==> config.mk <==
export PLATFORM = sky130hd
export DESIGN_NAME = nfc_normal_frame_receiver_core
export DESIGN_NICKNAME = d
export VERILOG_FILES = /design/src/rtl/core/nfcr_pkg.sv /design/src/rtl/core/nfc_normal_frame_receiver_core.sv
export SDC_FILE = /design/constraint.sdc
export NUM_CORES = 1
export LEC_CHECK = 0
export BUFFER_PORTS_ARGS = -buffer_cell sky130_fd_sc_hd__buf_2
export CAP_MARGIN = 10
export CORE_MARGIN = 1.5
export CORE_UTILIZATION = 60
export CTS_CLUSTER_DIAMETER = 200
export CTS_CLUSTER_SIZE = 16
export DETAILED_ROUTE_END_ITERATION = 7
export GPL_ROUTABILITY_DRIVEN = 0
export PLACE_DENSITY = 0.88
export SLEW_MARGIN = 25
export SYNTH_ARGS = -nofsm -noshare
export SYNTH_HDL_FRONTEND = slang
export SYNTH_SLANG_ARGS = --single-unit
==> constraint.sdc <==
create_clock -name clock -period 3.32 [get_ports clock]
set_input_delay 0 -clock clock [delete_from_list [all_inputs] [get_ports clock]]
set_output_delay 0 -clock clock [all_outputs]
set_load 0.02 [all_outputs]
==> src/rtl/core/nfcr_pkg.sv <==
// Package for the normal frame receiver core: receive phase encoding,
// frame status codes, register indexes and fixed frame byte values.
// No dependencies.
`timescale 1ns / 1ps

package nfcr_pkg;

   typedef enum logic [3:0] {
      PH_PRE0 = 4'd0,
      PH_PRE1 = 4'd1,
      PH_PRE2 = 4'd2,
      PH_LEN  = 4'd3,
      PH_LCS  = 4'd4,
      PH_TFI  = 4'd5,
      PH_CODE = 4'd6,
      PH_DATA = 4'd7,
      PH_DCS  = 4'd8,
      PH_POST = 4'd9,
      PH_SKIP = 4'd10,
      PH_BAD1 = 4'd11,
      PH_BAD2 = 4'd12,
      PH_BAD3 = 4'd13,
      PH_BAD4 = 4'd14
   } phase_type;

   typedef enum logic [3:0] {
      ST_BUSY     = 4'd0,
      ST_OK       = 4'd1,
      ST_PREAMBLE = 4'd2,
      ST_APPERR   = 4'd3,
      ST_EXTENDED = 4'd4,
      ST_LCS      = 4'd5,
      ST_SHORT    = 4'd6,
      ST_TOOBIG   = 4'd7,
      ST_TFI      = 4'd8,
      ST_CODE     = 4'd9,
      ST_DCS      = 4'd10,
      ST_POST     = 4'd11
   } status_type;

   typedef enum logic {
      CSR_SENT_COMMAND     = 1'b0,
      CSR_PAYLOAD_CAPACITY = 1'b1
   } csr_index_type;

   localparam logic [7:0] PRE_ZERO      = 8'h00;
   localparam logic [7:0] PRE_START     = 8'hFF;
   localparam logic [7:0] TFI_VALUE     = 8'hD5;
   localparam logic [7:0] APPERR_LEN    = 8'h01;
   localparam logic [7:0] EXT_MARK      = 8'hFF;
   localparam logic [7:0] POSTAMBLE     = 8'h00;
   localparam logic [7:0] MIN_LEN       = 8'd2;
   localparam logic [8:0] LCS_SUM       = 9'd256;
   localparam logic [1:0] APPERR_SKIP   = 2'd2;
   localparam logic [7:0] CAPACITY_INIT = 8'd253;

endpackage

==> src/rtl/core/nfc_normal_frame_receiver_core.sv <==
// Top level of the normal frame receiver: checks a received byte stream
// against the normal information frame layout. Depends on nfcr_pkg.
`timescale 1ns / 1ps

// Each accepted request is one received byte and yields exactly one response
// in the next cycle: a payload byte flagged in rsp_tuser, or a busy marker, or at
// the end of a frame (rsp_tlast high) a status code with the payload length on
// success. The block takes one byte per clock: the frame check is a short
// compare/8-bit add step feeding a single response register, and a new request
// is taken whenever that register is empty or being read out in the same cycle.
// A bad preamble still consumes five header bytes; an application error frame
// absorbs three more bytes before its status. Write the csr registers only while
// no response is outstanding.
module nfc_normal_frame_receiver_core (
   input  logic        clock,
   input  logic        reset,
   // request channel
   input  logic        req_tvalid,
   output logic        req_tready,
   input  logic [7:0]  req_tdata,    // [7:0] rx_byte
   // response channel
   output logic        rsp_tvalid,
   input  logic        rsp_tready,
   output logic [23:0] rsp_tdata,    // [7:0] payload_byte, [11:8] frame_status,
                                     // [19:12] frame_length, [23:20] zero
   output logic        rsp_tuser,    // payload_valid
   output logic        rsp_tlast,    // frame_end
   // configuration
   input  logic        csr_we,
   input  logic        csr_addr,
   input  logic [7:0]  csr_wdata
);

   nfcr_pkg::phase_type  phase_ff, phase_in;
   logic [7:0] length_ff, length_in;
   logic [7:0] left_ff, left_in;
   logic [7:0] csum_ff, csum_in;
   logic [1:0] skip_ff, skip_in;
   logic [7:0] sent_command_ff;
   logic [7:0] capacity_ff;

   logic                 rsp_valid_ff;
   logic [7:0]           rsp_byte_ff, rsp_byte_in;
   logic                 rsp_pvalid_ff, rsp_pvalid_in;
   logic                 rsp_end_ff, rsp_end_in;
   nfcr_pkg::status_type rsp_status_ff, rsp_status_in;
   logic [7:0]           rsp_length_ff, rsp_length_in;

   logic       accept;
   logic [7:0] rx;
   logic [8:0] expect_code;
   logic [8:0] lcs_sum;
   logic [7:0] payload_len;
   logic [7:0] csum_add;

   assign req_tready  = !rsp_valid_ff || rsp_tready;
   assign accept      = req_tvalid && req_tready;
   assign rx          = req_tdata;
   assign expect_code = {1'b0, sent_command_ff} + 9'd1;
   assign lcs_sum     = {1'b0, length_ff} + {1'b0, rx};
   assign payload_len = length_ff - nfcr_pkg::MIN_LEN;
   assign csum_add    = csum_ff + rx;

   // next state
   always_comb begin
      phase_in  = phase_ff;
      length_in = length_ff;
      left_in   = left_ff;
      csum_in   = csum_ff;
      skip_in   = skip_ff;
      case (phase_ff)
         nfcr_pkg::PH_PRE0: begin
            phase_in = (rx == nfcr_pkg::PRE_ZERO) ? nfcr_pkg::PH_PRE1 : nfcr_pkg::PH_BAD1;
         end
         nfcr_pkg::PH_PRE1: begin
            phase_in = (rx == nfcr_pkg::PRE_ZERO) ? nfcr_pkg::PH_PRE2 : nfcr_pkg::PH_BAD2;
         end
         nfcr_pkg::PH_PRE2: begin
            phase_in = (rx == nfcr_pkg::PRE_START) ? nfcr_pkg::PH_LEN : nfcr_pkg::PH_BAD3;
         end
         nfcr_pkg::PH_BAD1: phase_in = nfcr_pkg::PH_BAD2;
         nfcr_pkg::PH_BAD2: phase_in = nfcr_pkg::PH_BAD3;
         nfcr_pkg::PH_BAD3: begin
            length_in = rx;
            phase_in  = nfcr_pkg::PH_BAD4;
         end
         nfcr_pkg::PH_BAD4: phase_in = nfcr_pkg::PH_PRE0;
         nfcr_pkg::PH_LEN: begin
            length_in = rx;
            phase_in  = nfcr_pkg::PH_LCS;
         end
         nfcr_pkg::PH_LCS: begin
            if (length_ff == nfcr_pkg::APPERR_LEN && rx == nfcr_pkg::EXT_MARK) begin
               skip_in  = nfcr_pkg::APPERR_SKIP;
               phase_in = nfcr_pkg::PH_SKIP;
            end else if (length_ff == nfcr_pkg::EXT_MARK && rx == nfcr_pkg::EXT_MARK) begin
               phase_in = nfcr_pkg::PH_PRE0;
            end else if (lcs_sum != nfcr_pkg::LCS_SUM) begin
               phase_in = nfcr_pkg::PH_PRE0;
            end else if (length_ff < nfcr_pkg::MIN_LEN) begin
               phase_in = nfcr_pkg::PH_PRE0;
            end else if (payload_len > capacity_ff) begin
               phase_in = nfcr_pkg::PH_PRE0;
            end else begin
               phase_in = nfcr_pkg::PH_TFI;
            end
         end
         nfcr_pkg::PH_SKIP: begin
            if (skip_ff == 2'd0) begin
               phase_in = nfcr_pkg::PH_PRE0;
            end else begin
               skip_in = skip_ff - 2'd1;
            end
         end
         nfcr_pkg::PH_TFI: begin
            csum_in  = rx;
            phase_in = nfcr_pkg::PH_CODE;
         end
         nfcr_pkg::PH_CODE: begin
            if (csum_ff != nfcr_pkg::TFI_VALUE || {1'b0, rx} != expect_code) begin
               phase_in = nfcr_pkg::PH_PRE0;
            end else begin
               csum_in  = nfcr_pkg::TFI_VALUE + rx;
               left_in  = payload_len;
               phase_in = (payload_len == 8'd0) ? nfcr_pkg::PH_DCS : nfcr_pkg::PH_DATA;
            end
         end
         nfcr_pkg::PH_DATA: begin
            csum_in = csum_add;
            left_in = left_ff - 8'd1;
            if (left_ff == 8'd1) begin
               phase_in = nfcr_pkg::PH_DCS;
            end
         end
         nfcr_pkg::PH_DCS: begin
            csum_in  = csum_add;
            phase_in = nfcr_pkg::PH_POST;
         end
         nfcr_pkg::PH_POST: phase_in = nfcr_pkg::PH_PRE0;
         default: phase_in = nfcr_pkg::PH_PRE0;
      endcase
   end

   // response for the current request
   always_comb begin
      rsp_byte_in   = 8'd0;
      rsp_pvalid_in = 1'b0;
      rsp_end_in    = 1'b0;
      rsp_status_in = nfcr_pkg::ST_BUSY;
      rsp_length_in = 8'd0;
      case (phase_ff)
         nfcr_pkg::PH_BAD4: begin
            rsp_end_in    = 1'b1;
            rsp_status_in = nfcr_pkg::ST_PREAMBLE;
         end
         nfcr_pkg::PH_LCS: begin
            if (length_ff == nfcr_pkg::APPERR_LEN && rx == nfcr_pkg::EXT_MARK) begin
               rsp_end_in = 1'b0;
            end else if (length_ff == nfcr_pkg::EXT_MARK && rx == nfcr_pkg::EXT_MARK) begin
               rsp_end_in    = 1'b1;
               rsp_status_in = nfcr_pkg::ST_EXTENDED;
            end else if (lcs_sum != nfcr_pkg::LCS_SUM) begin
               rsp_end_in    = 1'b1;
               rsp_status_in = nfcr_pkg::ST_LCS;
            end else if (length_ff < nfcr_pkg::MIN_LEN) begin
               rsp_end_in    = 1'b1;
               rsp_status_in = nfcr_pkg::ST_SHORT;
            end else if (payload_len > capacity_ff) begin
               rsp_end_in    = 1'b1;
               rsp_status_in = nfcr_pkg::ST_TOOBIG;
            end
         end
         nfcr_pkg::PH_SKIP: begin
            if (skip_ff == 2'd0) begin
               rsp_end_in    = 1'b1;
               rsp_status_in = nfcr_pkg::ST_APPERR;
            end
         end
         nfcr_pkg::PH_CODE: begin
            if (csum_ff != nfcr_pkg::TFI_VALUE) begin
               rsp_end_in    = 1'b1;
               rsp_status_in = nfcr_pkg::ST_TFI;
            end else if ({1'b0, rx} != expect_code) begin
               rsp_end_in    = 1'b1;
               rsp_status_in = nfcr_pkg::ST_CODE;
            end
         end
         nfcr_pkg::PH_DATA: begin
            rsp_byte_in   = rx;
            rsp_pvalid_in = 1'b1;
         end
         nfcr_pkg::PH_POST: begin
            rsp_end_in = 1'b1;
            if (csum_ff != 8'd0) begin
               rsp_status_in = nfcr_pkg::ST_DCS;
            end else if (rx != nfcr_pkg::POSTAMBLE) begin
               rsp_status_in = nfcr_pkg::ST_POST;
            end else begin
               rsp_status_in = nfcr_pkg::ST_OK;
               rsp_length_in = payload_len;
            end
         end
         default: rsp_end_in = 1'b0;
      endcase
   end

   always_ff @(posedge clock) begin
      if (reset) begin
         phase_ff        <= nfcr_pkg::PH_PRE0;
         length_ff       <= 8'd0;
         left_ff         <= 8'd0;
         csum_ff         <= 8'd0;
         skip_ff         <= 2'd0;
         sent_command_ff <= 8'd0;
         capacity_ff     <= nfcr_pkg::CAPACITY_INIT;
         rsp_valid_ff    <= 1'b0;
      end else begin
         if (accept) begin
            phase_ff  <= phase_in;
            length_ff <= length_in;
            left_ff   <= left_in;
            csum_ff   <= csum_in;
            skip_ff   <= skip_in;
         end
         if (csr_we) begin
            if (csr_addr == nfcr_pkg::CSR_SENT_COMMAND) begin
               sent_command_ff <= csr_wdata;
            end else begin
               capacity_ff <= csr_wdata;
            end
         end
         // hold the response until taken, refill on a new request
         if (accept) begin
            rsp_valid_ff <= 1'b1;
         end else if (rsp_tready) begin
            rsp_valid_ff <= 1'b0;
         end
      end
   end

   always_ff @(posedge clock) begin
      if (accept) begin
         rsp_byte_ff   <= rsp_byte_in;
         rsp_pvalid_ff <= rsp_pvalid_in;
         rsp_end_ff    <= rsp_end_in;
         rsp_status_ff <= rsp_status_in;
         rsp_length_ff <= rsp_length_in;
      end
   end

   assign rsp_tvalid = rsp_valid_ff;
   assign rsp_tdata  = {4'd0, rsp_length_ff, rsp_status_ff, rsp_byte_ff};
   assign rsp_tuser  = rsp_pvalid_ff;
   assign rsp_tlast  = rsp_end_ff;

endmodule

==> impl_metrics.sql, run 1 <==
INSERT INTO impl_metrics (metric_group, metric, value, unit) VALUES
('yosys', 'synthTopCellsByCount', '72 x sky130_fd_sc_hd__nor2_1, 47 x sky130_fd_sc_hd__dfxtp_1, 44 x sky130_fd_sc_hd__a21oi_1', ''),
('floorplan', 'floorplan.core_area', '7687', 'um^2'),
('sta', 'slew_headroom', '44.91', '%'),
('cts', 'clock_tree_from_tritoncts', 'done', ''),
('pwr', 'power.share.clock', '33.0', '%'),
('pwr', 'sw_frac_of_total', '32.29', '%'),
('yosys', 'yosys_most_used_dff', 'sky130_fd_sc_hd__dfxtp_1', ''),
('route', 'drt_wl_total', '13040', 'um'),
('yosys', 'synth_compound_area_share', '19.04', '%'),
('yosys', 'syn_avg_cell_area', '8.233', 'um^2'),
('cts', 'insertion_delay', '360', 'ps'),
('floorplan', 'placementRows', '32', ''),
('global_routing', 'vias_in_the_first_global_route', '4347', ''),
('run', 'max_cap_violations', '0', ''),
('layout', 'antenna_cells_inserted', '0', ''),
('yosys', 'ys.warnings.count', '0', ''),
('global_routing', 'maximum_number_of_pins_on_one_net_before_global_route_repair', '39', ''),
('route', 'vias_per_inst', '6.361', ''),
('critical_path', 'worstSetupPathType', 'flip-flop to flip-flop', ''),
('floorplan', 'initial_utilization', '61.47', '%'),
('sta', 'post-route-period-util', '90.06', '%'),
('sta', 'highest_clock_rate', '334.5', 'MHz'),
('route', 'first_pass_iters', '5', ''),
('yosys', 'post_synth_inst_count', '574', ''),
('yosys', 'async_flop_share', '0', '%'),
('global_routing', 'groute.usage.overall', '32.19', '%'),
('yosys', 'ys_top_cells_by_area', 'sky130_fd_sc_hd__dfxtp_1 20%, sky130_fd_sc_hd__edfxtp_1 14%, sky130_fd_sc_hd__ha_1 7.4%', ''),
('layout', 'multiInputGateArea', '2859', 'um^2'),
('cts', 'cts_htree_levels', '3', ''),
('layout', 'register_area', '1602', 'um^2'),
('pwr', 'power.static_leakage', '2.259', 'nW'),
('pwr', 'internal-power', '0.001458', 'W'),
('yosys', 'synth_fa_ha_area_share', '8.261', '%'),
('layout', 'layout_nets', '682', ''),
('floorplan', 'floorplan.die.height', '91.75', 'um'),
('layout', 'nFillCells', '613', ''),
('placed_design', 'placed_cells', '709', ''),
('yosys', 'synth.area.mux_share', '4.077', '%'),
('floorplan', 'floorplan.die_area', '8418', 'um^2'),
('route', 'route.detailed.wl_per_inst', '17.70', 'um'),
('pwr', 'share_seq_of_total_power', '43.6', '%'),
('layout', 'fin_cells', '737', ''),
('route', 'drcViolationCount', '0', ''),
('pwr', 'ir_worst_vdd', '273.7', 'uV'),
('sta', 'clock_skew', '13.21', 'ps'),
('floorplan', 'i_o_pin_count', '50', ''),
('placed_design', 'dp_hpwl', '9085', 'um'),
('critical_path', 'worstPathMaxFanout', '20', ''),
('yosys', 'area_share_of_the_leading_cell_type_in_the_synthesized_netlist', '19.91', '%'),
('yosys', 'yosysSeqAreaShare', '33.89', '%'),
('yosys', 'syn_area', '4726', 'um^2'),
('floorplan', 'die_w', '91.75', 'um'),
('sta', 'report.final.slew_viol_count', '0', ''),
('layout', 'final_layout_size_suffix_gt1_share', '14.80', '%'),
('sta', 'setup-violations-final', '0', ''),
('cts', 'cts_inserted_buffers', '9', ''),
('critical_path', 'worst_ep_required_time', '3600', 'ps'),
('sta', 'timing_worst_slew_pin_value', '824.6', 'ps'),
('route', 'vias', '4688', ''),
('route', 'dr.first_iter.drc_count', '852', ''),
('critical_path', 'cp.arrival', '3270', 'ps'),
('hold_path', 'min_path_type', 'input port to flip-flop', ''),
('sta', 'finalHoldViolCount', '0', ''),
('yosys', 'synth_largest_area_cell', 'sky130_fd_sc_hd__dfxtp_1', ''),
('cts', 'cts-root-buf', 'sky130_fd_sc_hd__clkbuf_8', ''),
('route', 'route.antenna.remaining_nets', '0', ''),
('sta', 'rsz0062_at_grt', 'false', ''),
('critical_path', 'timing.reg2reg.setup_slack', '330', 'ps'),
('yosys', 'yosys_register_bits', '69', ''),
('critical_path', 'start_kind', 'flip-flop', ''),
('outcome', 'status', 'finished clean', '');
## cell type report
cell class | count | share of cell area [%]
clock buffers | 10 | 2.375
flip-flops and latches | 69 | 29.81
clock inverters | 6 | 1.327
multi-input cells | 442 | 53.21
repair buffers | 70 | 8.244
inverters | 38 | 2.655
well taps | 102 | 2.375
## metal layers
layer | track usage [%] | routed length (um) | up-vias
met2 | 54.29 | 6138 | 295
met1 | 40.06 | 5215 | 2156
li1 | - | - | 2179
met5 | 0 | 0 | -
met4 | 16.41 | 522 | 0
met3 | 4.561 | 1166 | 58
## cells by family after synthesis
| logic type | after synthesis |
|---|---|
| and+or+nand+nor | 228 |
| muxes | 19 |
| AOI/OAI and AO/OA | 139 |
| other | 1 |
| xor gates and xnor gates | 22 |
| adders and majority gates | 30 |
| DFF | 69 |
| buffers and inverters | 66 |
## worst max-delay path, stage by stage, from the launching register on
cell                        delay, ps
sky130_fd_sc_hd__dfxtp_1          330
sky130_fd_sc_hd__buf_4            220
sky130_fd_sc_hd__nor2b_1          290
sky130_fd_sc_hd__a21oi_4          130
sky130_fd_sc_hd__or2_2            300
sky130_fd_sc_hd__ha_1             370
sky130_fd_sc_hd__nand3_1          100
sky130_fd_sc_hd__o2111ai_1        270
sky130_fd_sc_hd__a21o_1           160
sky130_fd_sc_hd__a21o_1           110
sky130_fd_sc_hd__mux2_2           340
sky130_fd_sc_hd__xnor2_1          120
sky130_fd_sc_hd__a21oi_1          170
## through the flow
step                      total power [W]  area (um^2)  utilization [%]  setup WS [ps]  hold slack (ps)
after detailed placement         0.001428         5034            65.48          114.5            257.1
after CTS                        0.002136         5353            69.63          105.9            6.232
after global placement           0.001411         5034            65.48          390.2            248.7
after global routing             0.002239         5373            69.89          44.60            35.02
after floorplan                  0.001304         4737                -          442.4            129.5
final                            0.002153         5373            69.89          330.1            20.64
## repair_timing
item	in CTS	in global routing
hold buffers	12	0
gates resized for setup	0	4
endpoints found under the setup margin	0	4
hold endpoints to repair	17	0
## power by group through the flow
stage / sequential (W) / combinational [W] / clock (W)
floorplan: 0.000970 / 0.000334 / 0
global placement: 0.000954 / 0.000456 / 0
detailed placement: 0.000957 / 0.000472 / 0
CTS: 0.000937 / 0.000486 / 0.000713
global route: 0.000942 / 0.000552 / 0.000745
finish: 0.000939 / 0.000504 / 0.000711
## worst paths after layout
check,startpoint,end,cells after the start
min reg2reg,capacity_ff[7],capacity_ff[7],2
min,csr_addr,capacity_ff[1],3
max reg2reg,phase_ff[3],csum_ff[7],12
max,phase_ff[3],csum_ff[7],12
## state kept, by name, summed over array words and instances (netlist names)
| name | flops |
|---|---|
| rsp_tuser | 1 |
| left_ff | 8 |
| phase_ff | 4 |
| length_ff | 8 |
| rsp_tvalid | 1 |
| rsp_status_ff | 4 |
| sent_command_ff | 8 |
| capacity_ff | 8 |
| rsp_byte_ff | 8 |
| csum_ff | 8 |
| rsp_length_ff | 8 |
| rsp_tlast | 1 |
| skip_ff | 2 |
## cells in the final DEF (no fill, tap or decap), types with 7 or more instances in the layout
cell type | Yosys | final
sky130_fd_sc_hd__nand4_1 | 8 | 8
sky130_fd_sc_hd__dlygate4sd3_1 | 0 | 12
sky130_fd_sc_hd__nor4_1 | 7 | 7
sky130_fd_sc_hd__o31ai_1 | 8 | 8
sky130_fd_sc_hd__edfxtp_1 | 22 | 22
sky130_fd_sc_hd__mux2i_1 | 17 | 17
sky130_fd_sc_hd__a21o_1 | 9 | 9
sky130_fd_sc_hd__nor2b_1 | 8 | 8
sky130_fd_sc_hd__a21oi_1 | 44 | 43
sky130_fd_sc_hd__nor2_1 | 72 | 71
sky130_fd_sc_hd__clkbuf_8 | 0 | 9
sky130_fd_sc_hd__xnor2_1 | 15 | 15
sky130_fd_sc_hd__dfxtp_1 | 47 | 47
sky130_fd_sc_hd__a31oi_1 | 10 | 10
sky130_fd_sc_hd__and2_1 | 7 | 7
sky130_fd_sc_hd__buf_4 | 10 | 13
sky130_fd_sc_hd__xor2_1 | 7 | 7
sky130_fd_sc_hd__a211oi_1 | 10 | 10
sky130_fd_sc_hd__inv_1 | 38 | 38
sky130_fd_sc_hd__ha_1 | 28 | 28
sky130_fd_sc_hd__nand2_1 | 43 | 43
sky130_fd_sc_hd__nor3_1 | 14 | 14
sky130_fd_sc_hd__buf_2 | 3 | 45
sky130_fd_sc_hd__o21ai_0 | 20 | 20
sky130_fd_sc_hd__nand3_1 | 31 | 31
(Power assumes the default switching activity.)
==> run 2: changes to the inputs <==
- PLACE_DENSITY: 0.88 -> 0.81
==> impl_metrics.sql, run 2 (synthesized netlist as in run 1, its figures left out) <==
INSERT INTO impl_metrics (metric_group, metric, value, unit) VALUES
('outcome', 'status', 'finished clean', ''),
('sta', 'clock_skew', '11.82', 'ps'),
('placed_design', 'port-buffer-count', '45', ''),
('cts', 'insertion_delay', '360', 'ps'),
('cts', 'cts-root-buf', 'sky130_fd_sc_hd__clkbuf_8', ''),
('critical_path', 'worst_ep_required_time', '3410', 'ps'),
('global_routing', 'antenna_violations_before_repair', '0', ''),
('sta', 'finalHoldViolCount', '0', ''),
('floorplan', 'floorplan.die.height', '91.75', 'um'),
('route', 'vias_per_inst', '6.253', ''),
('critical_path', 'cp.arrival', '3250', 'ps'),
('floorplan', 'initial_utilization', '61.47', '%'),
('sta', 'report.final.slew_viol_count', '0', ''),
('global_routing', 'vias_in_the_first_global_route', '4326', ''),
('route', 'drcViolationCount', '0', ''),
('critical_path', 'setup.worst_path.start', 'length_ff[2]', ''),
('layout', 'area.growth.synth_to_final', '14.51', '%'),
('critical_path', 'worstReg2RegEnd', 'rsp_tlast', ''),
('critical_path', 'worstPathMaxFanout', '6', ''),
('global_routing', 'groute.usage.overall', '31.41', '%'),
('layout', 'antenna_cells_inserted', '0', ''),
('floorplan', 'placementRows', '32', ''),
('layout', 'layout.cells.most_common', 'sky130_fd_sc_hd__nor2_1', ''),
('cts', 'cts_htree_levels', '3', ''),
('layout', 'fin_util', '70.39', '%'),
('floorplan', 'floorplan.die_area', '8418', 'um^2'),
('floorplan', 'i_o_pin_count', '50', ''),
('cts', 'worst_setup_hold_path_clk_slew', '80', 'ps'),
('layout', 'layout.cells.most_common_list', '72 x sky130_fd_sc_hd__nor2_1, 47 x sky130_fd_sc_hd__dfxtp_1, 45 x sky130_fd_sc_hd__buf_2', ''),
('global_routing', 'maximum_number_of_pins_on_one_net_before_global_route_repair', '39', ''),
('pwr', 'p_per_area', '419.7', 'nW/um^2'),
('critical_path', 'rr_startpoint', 'length_ff[2]', ''),
('route', 'topRoutingLayerUsed', 'met4', ''),
('cts', 'clock_tree_from_tritoncts', 'done', ''),
('cts', 'clock-sinks', '69', ''),
('route', 'vias', '4615', ''),
('layout', 'final_layout_size_suffix_gt1_share', '14.78', '%'),
('route', 'wirelength_met1', '5297', 'um'),
('floorplan', 'die_w', '91.75', 'um'),
('sta', 'total_negative_slack_for_setup_checks', '0', 'ps'),
('sta', 'hold_slack', '20.48', 'ps'),
('run', 'max_cap_violations', '0', ''),
('hold_path', 'holdPathEnd', 'capacity_ff[3]', ''),
('pwr', 'power.static_leakage', '2.289', 'nW'),
('cts', 'cts_inserted_buffers', '9', ''),
('route', 'route.antenna.remaining_nets', '0', ''),
('critical_path', 'worstSetupPathType', 'flip-flop to flip-flop', ''),
('sta', 'post-route-period-util', '95.21', '%'),
('sta', 'finalCriticalPeriod', '3161', 'ps'),
('hold_path', 'hold_path_depth', '3', ''),
('route', 'met3_wirelength', '1124', 'um'),
('critical_path', 'worst_r2r_path_depth', '11', ''),
('sta', 'timing_worst_slew_pin_value', '857.9', 'ps'),
('sta', 'slew_headroom', '42.69', '%'),
('global_routing', 'grt_overflow', '0', ''),
('pwr', 'ir_worst_vdd', '248.0', 'uV'),
('critical_path', 'timing.reg2reg.setup_slack', '160', 'ps'),
('floorplan', 'floorplan.core_area', '7687', 'um^2'),
('route', 'route.detailed.wl_per_inst', '17.50', 'um'),
('critical_path', 'setup.worst_path.end_class', 'flip-flop', ''),
('cts', 'maximum_buffer_depth_of_the_clock_tree', '2', ''),
('route', 'met2_length', '6129', 'um'),
('placed_design', 'dp_hpwl', '9145', 'um'),
('sta', 'highest_clock_rate', '316.4', 'MHz'),
('route', 'dr.first_iter.drc_count', '503', ''),
('layout', 'layout_nets', '683', ''),
('hold_path', 'hold_sp', 'csr_we', ''),
('global_routing', 'grt_first_pass_wirelength', '20690', 'um'),
('cts', 'post_cts.repair.setup_buffers', '0', ''),
('critical_path', 'start_kind', 'flip-flop', ''),
('sta', 'setup-violations-final', '0', ''),
('hold_path', 'min_path_type', 'input port to flip-flop', ''),
('route', 'drt_wl_total', '12920', 'um'),
('sta', 'rsz0062_at_grt', 'false', ''),
('route', 'first_pass_iters', '5', ''),
('layout', 'nFillCells', '604', '');
run 2: what timing repair did:
action	CTS	global route
hold buffers	11	0
resized for setup	0	1
endpoints found under the setup margin	0	1
endpoints found under the hold margin	17	0
run 2: power by group:
group	switching, W	internal (W)
combinational	0.000309	0.000197
sequential	0.0000273	0.000911
clock	0.000341	0.000486
total	0.000677	0.00159
run 2: per-stage QoR:
step	instance area, um^2	cells	total power (W)	worst slack (ps)
global placement	5049	711	0.001423	373.5
CTS	5408	738	0.002266	213.5
global route	5411	738	0.002363	25.55
floorplan	4737	577	0.001304	442.4
finish	5411	738	0.002271	159.2
detailed placement	5049	711	0.001437	298.8
run 2: worst max-delay path by stage:
stage	to	slack (ps)	cells past startpoint
final	rsp_tlast	160	11
after global routing	rsp_tlast	30	11
after CTS	rsp_tlast	210	11
after detailed placement	csum_ff[7]	300	15
after global placement	rsp_tlast	370	11
after floorplan	csum_ff[7]	440	16
run 2: final cells by class:
class                   count  area, um^2  share of cell area (%)
clock buffers              13       202.7                   3.746
clock inverters             3       46.29                  0.8555
inverters                  38       142.6                   2.636
multi-input cells         442        2843                   52.53
flip-flops and latches     69        1602                   29.60
well taps                 102       127.6                   2.358
repair buffers             71       447.9                   8.277
run 2: critical path, cell delays in order (launching register included):
cell                       delay (ps)
sky130_fd_sc_hd__dfxtp_1          380
sky130_fd_sc_hd__inv_1             80
sky130_fd_sc_hd__ha_1             210
sky130_fd_sc_hd__or4b_4           490
sky130_fd_sc_hd__nor2_1           130
sky130_fd_sc_hd__xnor2_1          240
sky130_fd_sc_hd__ha_1             330
sky130_fd_sc_hd__nand4_1          100
sky130_fd_sc_hd__o21bai_1         120
sky130_fd_sc_hd__a21oi_1          170
sky130_fd_sc_hd__nor4b_1          500
sky130_fd_sc_hd__o21ai_0          130
run 2: metal layers:
layer | up-vias | track usage, %
met5 | - | 0
met3 | 45 | 5.473
met4 | 0 | 14.10
met1 | 2121 | 40.89
li1 | 2185 | -
met2 | 264 | 51.06
==> run 3: changes to the inputs <==
- REMOVE_ABC_BUFFERS: not set -> 1
==> impl_metrics.sql, run 3 (synthesized netlist as in run 1, its figures left out) <==
INSERT INTO impl_metrics (metric_group, metric, value, unit) VALUES
('critical_path', 'start_kind', 'flip-flop', ''),
('route', 'route.detailed.wl_per_inst', '17.39', 'um'),
('cts', 'post_cts.repair.setup_buffers', '0', ''),
('sta', 'finalHoldViolCount', '0', ''),
('global_routing', 'global_route.usage.met2', '52.30', '%'),
('route', 'vias_per_inst', '6.236', ''),
('sta', 'finalCriticalPeriod', '3102', 'ps'),
('floorplan', 'floorplan.die.height', '91.75', 'um'),
('hold_path', 'min_path_type', 'input port to flip-flop', ''),
('floorplan', 'initial_utilization', '61.47', '%'),
('layout', 'layout_nets', '685', ''),
('global_routing', 'gr_peak_layer', 'met2', ''),
('sta', 'rsz0062_at_grt', 'false', ''),
('pwr', 'power.static_leakage', '2.284', 'nW'),
('route', 'first_pass_iters', '6', ''),
('cts', 'cts_htree_levels', '3', ''),
('layout', 'antenna_cells_inserted', '0', ''),
('critical_path', 'worstPathMaxFanout', '9', ''),
('placed_design', 'placement.cell_area', '5041', 'um^2'),
('route', 'drcViolationCount', '0', ''),
('global_routing', 'grt_overflow', '0', ''),
('sta', 'total_negative_slack_for_setup_checks', '0', 'ps'),
('route', 'dr.first_iter.drc_count', '444', ''),
('layout', 'final_cell_area_excluding_filler_cells', '5419', 'um^2'),
('global_routing', 'vias_in_the_first_global_route', '4448', ''),
('floorplan', 'die_w', '91.75', 'um'),
('cts', 'clock-sinks', '69', ''),
('critical_path', 'timing.reg2reg.setup_slack', '220', 'ps'),
('layout', 'layout.cells.most_common', 'sky130_fd_sc_hd__nor2_1', ''),
('critical_path', 'setup.worst_path.end_class', 'flip-flop', ''),
('sta', 'clock_skew', '10.09', 'ps'),
('sta', 'highest_clock_rate', '322.3', 'MHz'),
('placed_design', 'port-buffer-count', '45', ''),
('critical_path', 'worst_ep_required_time', '3500', 'ps'),
('global_routing', 'met1_usage', '39.31', '%'),
('cts', 'cts-root-buf', 'sky130_fd_sc_hd__clkbuf_8', ''),
('sta', 'slew_headroom', '28.48', '%'),
('pwr', 'p_per_area', '408.1', 'nW/um^2'),
('global_routing', 'grt_util_met3', '7.546', '%'),
('critical_path', 'worstSetupPathType', 'flip-flop to flip-flop', ''),
('global_routing', 'maximum_number_of_pins_on_one_net_before_global_route_repair', '38', ''),
('layout', 'fin_cells', '740', ''),
('sta', 'timing_worst_slew_pin_value', '1063', 'ps'),
('cts', 'insertion_delay', '360', 'ps'),
('sta', 'setup-violations-final', '0', ''),
('layout', 'area.growth.synth_to_final', '14.67', '%'),
('sta', 'hold_slack', '21.47', 'ps'),
('floorplan', 'placementRows', '32', ''),
('sta', 'report.final.slew_viol_count', '0', ''),
('critical_path', 'cp.arrival', '3280', 'ps'),
('route', 'vias', '4615', ''),
('route', 'drt_wl_total', '12870', 'um'),
('floorplan', 'i_o_pin_count', '50', ''),
('floorplan', 'floorplan.core_area', '7687', 'um^2'),
('placed_design', 'placed_cells', '710', ''),
('layout', 'final_layout_size_suffix_gt1_share', '14.89', '%'),
('cts', 'cts_inserted_buffers', '9', ''),
('pwr', 'ir_worst_vdd', '207.0', 'uV'),
('placed_design', 'dp_hpwl', '9142', 'um'),
('outcome', 'status', 'finished clean', ''),
('cts', 'worst_setup_hold_path_clk_slew', '80', 'ps'),
('run', 'max_cap_violations', '0', ''),
('global_routing', 'grt_first_pass_wirelength', '21240', 'um'),
('global_routing', 'antenna_violations_before_repair', '0', ''),
('cts', 'maximum_buffer_depth_of_the_clock_tree', '2', ''),
('layout', 'layout.cells.most_common_list', '72 x sky130_fd_sc_hd__nor2_1, 46 x sky130_fd_sc_hd__dfxtp_1, 45 x sky130_fd_sc_hd__buf_2', ''),
('sta', 'post-route-period-util', '93.45', '%'),
('route', 'route.antenna.remaining_nets', '0', ''),
('floorplan', 'floorplan.die_area', '8418', 'um^2'),
('global_routing', 'groute.usage.overall', '31.93', '%'),
('cts', 'clock_tree_from_tritoncts', 'done', '');
[run 3: through the flow]
| step | total power, W | util [%] | setup WS [ps] |
|---|---|---|---|
| 5_1_grt | 0.002303 | 70.49 | 121.8 |
| 6_report | 0.002212 | 70.49 | 217.5 |
| 3_3_place_gp | 0.001420 | 65.58 | 411.4 |
| 3_5_place_dp | 0.001437 | 65.58 | 212.7 |
| 2_1_floorplan | 0.001277 | - | -223.0 |
| 4_1_cts | 0.002200 | 70.39 | 127.3 |
[run 3: final cells by class]
type,instances,area (um^2)
Multi-Input combinational cell,442,2845
Fill cell,633,2268
Sequential cell,69,1603
Timing Repair Buffer,73,470.5
Clock buffer,12,198.9
Inverter,38,142.6
Tap cell,102,127.6
Clock inverter,4,31.28
[run 3: worst paths after layout]
path,startpoint,end,depth (start not counted)
min,csr_addr,capacity_ff[3],3
min reg2reg,capacity_ff[2],capacity_ff[2],2
max,length_ff[1],rsp_status_ff[0],11
max reg2reg,length_ff[1],rsp_status_ff[0],11
[run 3: per-layer routing]
| layer | wire, um | share of wire [%] |
|---|---|---|
| met1 | 5064 | 39 |
| met2 | 6073 | 47 |
| met3 | 1232 | 9.6 |
| met4 | 501 | 3.9 |
| met5 | 0 | 0 |
[run 3: power breakdown]
group          total [W]  switching [W]  internal, W
Clock           0.000763       0.000351     0.000412
Combinational   0.000507       0.000309     0.000199
Sequential      0.000941      0.0000298     0.000911
[run 3: worst max-delay path, cell delays in order (launching register included)]
cell and delay (ps):
sky130_fd_sc_hd__dfxtp_2 390, sky130_fd_sc_hd__inv_1 130, sky130_fd_sc_hd__ha_1 240, sky130_fd_sc_hd__or4b_4 500
sky130_fd_sc_hd__nor2_1 130, sky130_fd_sc_hd__xnor2_1 110, sky130_fd_sc_hd__ha_1 310, sky130_fd_sc_hd__nand4_1 110
sky130_fd_sc_hd__o21bai_1 190, sky130_fd_sc_hd__a21oi_1 440, sky130_fd_sc_hd__a21oi_1 130, sky130_fd_sc_hd__o21ai_0 240
[run 3: repair_timing]
action                     CTS  global route
setup endpoints to repair    0             2
hold buffers                14             0
hold endpoints to repair    17             0
resized for setup            0             2
